<file path="config.mk">
export PLATFORM = sky130hd
export DESIGN_NAME = rgbs_div
export DESIGN_NICKNAME = d
export VERILOG_FILES = /design/src/rtl/core/rgbs_div.sv
export SDC_FILE = /design/constraint.sdc
export NUM_CORES = 1
export LEC_CHECK = 0
export BUFFER_PORTS_ARGS = -buffer_cell sky130_fd_sc_hd__buf_2
export CORE_MARGIN = 2
export CORE_UTILIZATION = 55
export CTS_CLUSTER_DIAMETER = 120
export DETAILED_ROUTE_END_ITERATION = 10
export PLACE_DENSITY_LB_ADDON = 0.1
export SLEW_MARGIN = 20
export SYNTH_ARGS = -nofsm -noshare
export SYNTH_HDL_FRONTEND = slang
export SYNTH_SLANG_ARGS = --single-unit
</file>
<file path="constraint.sdc">
create_clock -name clk -period 4.27 [get_ports clk]
set_clock_uncertainty 0.2 [all_clocks]
set_input_delay 0.854 -clock clk [delete_from_list [all_inputs] [get_ports clk]]
set_output_delay 0.854 -clock clk [all_outputs]
set_load 0.01 [all_outputs]
</file>
<file path="src/rtl/core/rgbs_div.sv">
module rgbs_div #(
  parameter int W = 34
) (
  input  logic         clk,
  input  logic         rst_n,
  input  logic         start,
  input  logic [W-1:0] dividend,
  input  logic [W-1:0] divisor,
  output logic         done,
  output logic [W-1:0] quotient,
  output logic [W-1:0] remainder
);

  localparam int CNT_W = $clog2(W + 1);

  logic [W-1:0]     quo_r;
  logic [W:0]       rem_r;
  logic [W-1:0]     den_r;
  logic [CNT_W-1:0] cnt_r;
  logic             run_r;
  logic             done_r;
  logic [W:0]       trial;

  // restoring division, one quotient bit per cycle
  assign trial = {rem_r[W-1:0], quo_r[W-1]};

  always_ff @(posedge clk) begin
    if (!rst_n) begin
      run_r  <= 1'b0;
      done_r <= 1'b0;
      cnt_r  <= '0;
    end else begin
      done_r <= 1'b0;
      if (start) begin
        quo_r <= dividend;
        den_r <= divisor;
        rem_r <= '0;
        cnt_r <= CNT_W'(W);
        run_r <= 1'b1;
      end else if (run_r) begin
        if (trial >= {1'b0, den_r}) begin
          rem_r <= trial - {1'b0, den_r};
          quo_r <= {quo_r[W-2:0], 1'b1};
        end else begin
          rem_r <= trial;
          quo_r <= {quo_r[W-2:0], 1'b0};
        end
        cnt_r <= cnt_r - 1'b1;
        if (cnt_r == CNT_W'(1)) begin
          run_r  <= 1'b0;
          done_r <= 1'b1;
        end
      end
    end
  end

  assign done      = done_r;
  assign quotient  = quo_r;
  assign remainder = rem_r[W-1:0];

endmodule

</file>
# Yosys cells after proc, flatten, opt, wreduce, memory -nomap -nowiden
# Cells that the tools add are included.
[word_totals]
wordCells = 29
reg_bits = 110
out_inout_bits = 69
input_bits = 71
[classes]
n_lt_le_gt_ge = 1
bitwise_logic = 2
reduce_logical = 5
n_mux = 11
n_eq_ne = 1
addsub = 2
[ops]
columns = ["op", "count"]
rows = [
  ["2-to-1 mux 34 bit", 4],
  ["greater-or-equal comparator 35 x 34 -> 1 bit", 1],
  ["subtractor 34 bit", 1],
  ["2-to-1 mux 6 bit", 2],
  ["== test 6 x 1 -> 1 bit (second input constant)", 1],
  ["subtractor 6 x 1 -> 6 bit (second input constant)", 1],
  ["2-to-1 mux 1 bit", 5],
  ["AND reduction 2 bit", 2],
  ["OR reduction 3 bit", 1],
  ["NOT 1 bit", 2],
  ["nonzero test 2 bit", 1],
  ["OR reduction 2 bit", 1],
]

# Logic depth before layout (Yosys ltp)
[logic_depth]
depth_word = 4
depth_mapped = 13
mapped_depth_nobuf = 13

# Worst setup path before layout
# OpenSTA, ideal clock, no wires.
[synth_path]
kind = "input-to-reg"
from = "input port start"
to = "register quo_r[0] (netlist: quotient[0]) (enable)"
t_arrival_ns = 2.732
setup_slack_ns = 0.906
cell_stages = 2
cell_sequence = "clkbuf_1 o21a_1"
[synth_via]
elab_chain_len = 2
[synth_lines]
columns = ["item", "line_no", "source"]
rows = [
  ["start: declaration", "6", "input logic start,"],
  ["nonzero test 2 bit (no line)", "-", ""],
  ["AND reduction 2 bit (no line)", "-", ""],
  ["end signal: assignment", "35", "quo_r <= dividend;"],
  ["end signal: assignment", "43", "quo_r <= {quo_r[W-2:0], 1'b1};"],
  ["end signal: assignment", "46", "quo_r <= {quo_r[W-2:0], 1'b0};"],
  ["end: declaration", "16", "logic [W-1:0] quo_r;"],
]
# Every way passes these cells.
# A chain may end at the register's enable or synchronous reset.

# Final worst setup path
[layout_path]
from = "register rem_r[23]"
to = "register rem_r[3], data pin"
[layout_via]
elab_chain_len = 3
[layout_lines]
columns = ["item", "line_no", "source"]
rows = [
  ["start: declaration", "17", "logic [W:0] rem_r;"],
  ["start signal: assignment", "42", "rem_r <= trial - {1'b0, den_r};"],
  ["start signal: assignment", "45", "rem_r <= trial;"],
  ["greater-or-equal comparator 35 x 34 -> 1 bit", "41", "if (trial >= {1'b0, den_r}) begin"],
  ["2-to-1 mux 34 bit", "41", ""],
  ["2-to-1 mux 34 bit", "40", "end else if (run_r) begin"],
]
# Every way passes these cells. The select of a mux whose other input is x is not followed.

==> metrics.csv <==
stage,metric,value,unit
clocking,clock_latency,0.37,ns
logic_synthesis,syn_inst,584,
drt,ant_nets,0,
power,power_density,415,mW/mm^2
hold_path,hp-class,register to register,
sta,slew_headroom,42.7,%
drt,drt_pass1_iterations,5,
final_layout,syn_to_final_growth,17.5,%
logic_synthesis,synthDistinctLibCells,57,
worst_setup_path,setup.reg_to_reg.worst_slack,0.57,ns
final_layout,seqCellArea,0.00322,sq mm
status,status,"complete, no violations",
drt,drc,0,
clocking,cts_hold_buffers,0,
drt,num_vias,4870,
die,start_util,55.9,%
sta,slew_violations,0,
final_layout,final_area,0.00746,sq mm
logic_synthesis,synth_top_area_share,48.2,%
sta,worst-slew-pin-transition,0.860,ns
worst_setup_path,r2r_end,rem_r[3]$_SDFFCE_PP0P_,
clocking,numCtsBuffers,9,
sta,max_freq,270,MHz
die,row_count,39,
clocking,cts_tree,yes,
logic_synthesis,synthesis.nets,692,
global_routing,grt_use_total,25.1,%
sta,grt_setup_unrepaired,no,
final_layout,drive_gt1_share,28.0,%
clocking,h-tree-depth,3,
die,die_x,111,um
final_layout,fill_cells,938,
final_layout,multi_input_area,0.00283,sq mm
logic_synthesis,ys.flop_type,edfxtp_1,
place,dpl.hpwl,10.7,mm
die,dieArea,0.0124,sq mm
worst_setup_path,critPathRequiredTime,4.18,ns
sta,fin_ws,0.570,ns
drt,drt_iter0_markers,372,
clocking,cts_sinks,110,
drt,wl_per_cell,17.7,um
sta,finalSetupTns,0,ns
clocking,cts_resized,0,
clocking,cts_setup_buffers,0,
logic_synthesis,yosysWarnings,0,
logic_synthesis,synth_top_cell_by_area,edfxtp_1,
place,placed_cells,847,
clocking,root_buffer,clkbuf_16,
clocking,clk_pin_slew,0.08,ns
logic_synthesis,syn-cell-area,0.00635,sq mm
place,port-buffer-count,139,
worst_setup_path,r2r_start,rem_r[23]$_SDFFCE_PP0P_,
place,dp_slack,0.631,ns
die,io_pins,140,
clocking,clockBufferDepth,2,
place,dpl_cell_area,0.00716,sq mm
logic_synthesis,ys_seq_area_share,50.7,%
sta,post-route-min-period,3.70,ns
sta,hold_violations,0,
power,total_power,3.10,mW
final_layout,instances_no_fill,862,
global_routing,first_global_vias,4919,
logic_synthesis,synthTopCellsByArea,"edfxtp_1 48%, ha_1 7.1%, mux2_2 6.0%, a21oi_1 4.3%, xnor2_1 3.6%",
drt,drt_wl_total,15.2,mm
logic_synthesis,synth-edff-count,102,
global_routing,grt_max_degree,36,
hold_path,hp-start,cnt_r[4]$_SDFFE_PP0P_,
worst_setup_path,rr_worst_depth,11,
global_routing,grt_antenna_before_repair,1,
global_routing,overflow,0,
die,core_area,0.0114,sq mm
logic_synthesis,syn_area_per_cell,10.9,sq um
worst_setup_path,worstPathArrival,3.61,ns
global_routing,grt_first_pass_wirelength,24.7,mm
logic_synthesis,async_flop_share,0,%
final_layout,diodes,0,
hold_path,min_to,cnt_r[4]$_SDFFE_PP0P_,
worst_setup_path,critical_path_class,register to register,
drt,via_per_inst,5.65,
flow_run,maxCapViolCount,0,
die,die_y,111,um
final_layout,fin_nets,823,
logic_synthesis,synth-seq-cells,110,
sta,post-route-period-util,86.7,%
place,place.gp.congestion,0.900,
sta,report.final.setup_viol,0,
hold_path,hold_depth,2,
worst_setup_path,cp-start-kind,register,
power,p_leak,3.20,nW
final_layout,fin_util,65.7,%
power,ir_worst_vdd,0.432,mV
worst_setup_path,worstSetupEndpointType,register,
worst_setup_path,path_max_fanout,23,
sta,whs,0.362,ns
[critical path, stage by stage (launching register included)]
cell and delay (ns):
edfxtp_1 0.42, ha_1 0.43, a21oi_1 0.25, o21ai_0 0.14
a221o_1 0.37, a21oi_1 0.16, o211ai_1 0.13, a31oi_4 0.63
buf_4 0.39, nor2_1 0.09, a21oi_1 0.16, nor2_1 0.06
[cell usage in the layout, fill, tap and decap left out, types with 7 or more instances in the layout]
master	count
buf_2	139
edfxtp_1	102
nor2_1	59
a21oi_1	55
inv_1	48
ha_1	36
mux2_2	34
nand2_1	27
xnor2_1	26
o21ai_0	24
a21o_1	16
nand3_1	10
clkbuf_16	9
mux2i_1	8
nand4_1	8
nand3b_1	8
xor2_1	8
dfxtp_1	8
a211oi_1	7
[power by group]
group	internal (mW)	switching, mW	leakage [nW]
Combinational	0.363	0.505	2.01
Clock	0.464	0.422	0.150
Sequential	1.29	0.0526	1.04
[how the worst max path moves through the flow]
stage / slack (ns) / start / end / depth (start not counted)
6_report: 0.57 / rem_r[23]$_SDFFCE_PP0P_ / rem_r[3]$_SDFFCE_PP0P_ / 11
5_1_grt: 0.33 / rem_r[23]$_SDFFCE_PP0P_ / rem_r[1]$_SDFFCE_PP0P_ / 10
3_3_place_gp: 0.70 / rem_r[27]$_SDFFCE_PP0P_ / quotient[0]$_DFFE_PP_ / 9
4_1_cts: 0.61 / rem_r[25]$_SDFFCE_PP0P_ / rem_r[3]$_SDFFCE_PP0P_ / 11
3_5_place_dp: 0.63 / rem_r[25]$_SDFFCE_PP0P_ / rem_r[3]$_SDFFCE_PP0P_ / 11
2_1_floorplan: 0.91 / start / quotient[0]$_DFFE_PP_ / 2
[routing by layer]
metal	vias to the layer above	part of all wire, %	global-route usage, %
met4	2	1.3	7.00
met3	16	7.3	7.95
met5	-	0.046	0
li1	2385	-	-
met2	167	47	39.7
met1	2300	45	33.7
[final cells by class]
| class | count | share of cell area, % |
|---|---|---|
| sequential | 110 | 43.2 |
| multi-input combinational | 401 | 37.9 |
| timing repair buffer | 144 | 9.99 |
| clock buffer | 9 | 3.02 |
| inverter | 49 | 2.46 |
| tap | 143 | 2.40 |
| clock inverter | 6 | 1.01 |
[cell families (layout without fill, tap and decap cells)]
group	count (synthesis)	count (layout)	synth area share (%)
AOI/OAI and AO/OA	142	142	14.0
xor gates and xnor gates	34	34	4.69
adders and majority gates	37	37	7.40
buffers and inverters	73	208	4.71
DFF	110	110	50.7
muxes	42	42	7.29
and+or+nand+nor	146	146	11.2
[synthesized netlist by cell type, types with 10 or more instances]
master / count
a21o_1: 16
nor2_1: 59
buf_2: 12
edfxtp_1: 102
ha_1: 36
inv_1: 48
a21oi_1: 55
nand2_1: 27
mux2_2: 34
nand3_1: 10
o21ai_0: 24
xnor2_1: 26
[sequential cells by signal (all words and copies together) (netlist names)]
register and count:
cnt_r 6, den_r 34, done 1, quotient 34, rem_r 34, run_r 1
Power figures use the tool's default switching activity.
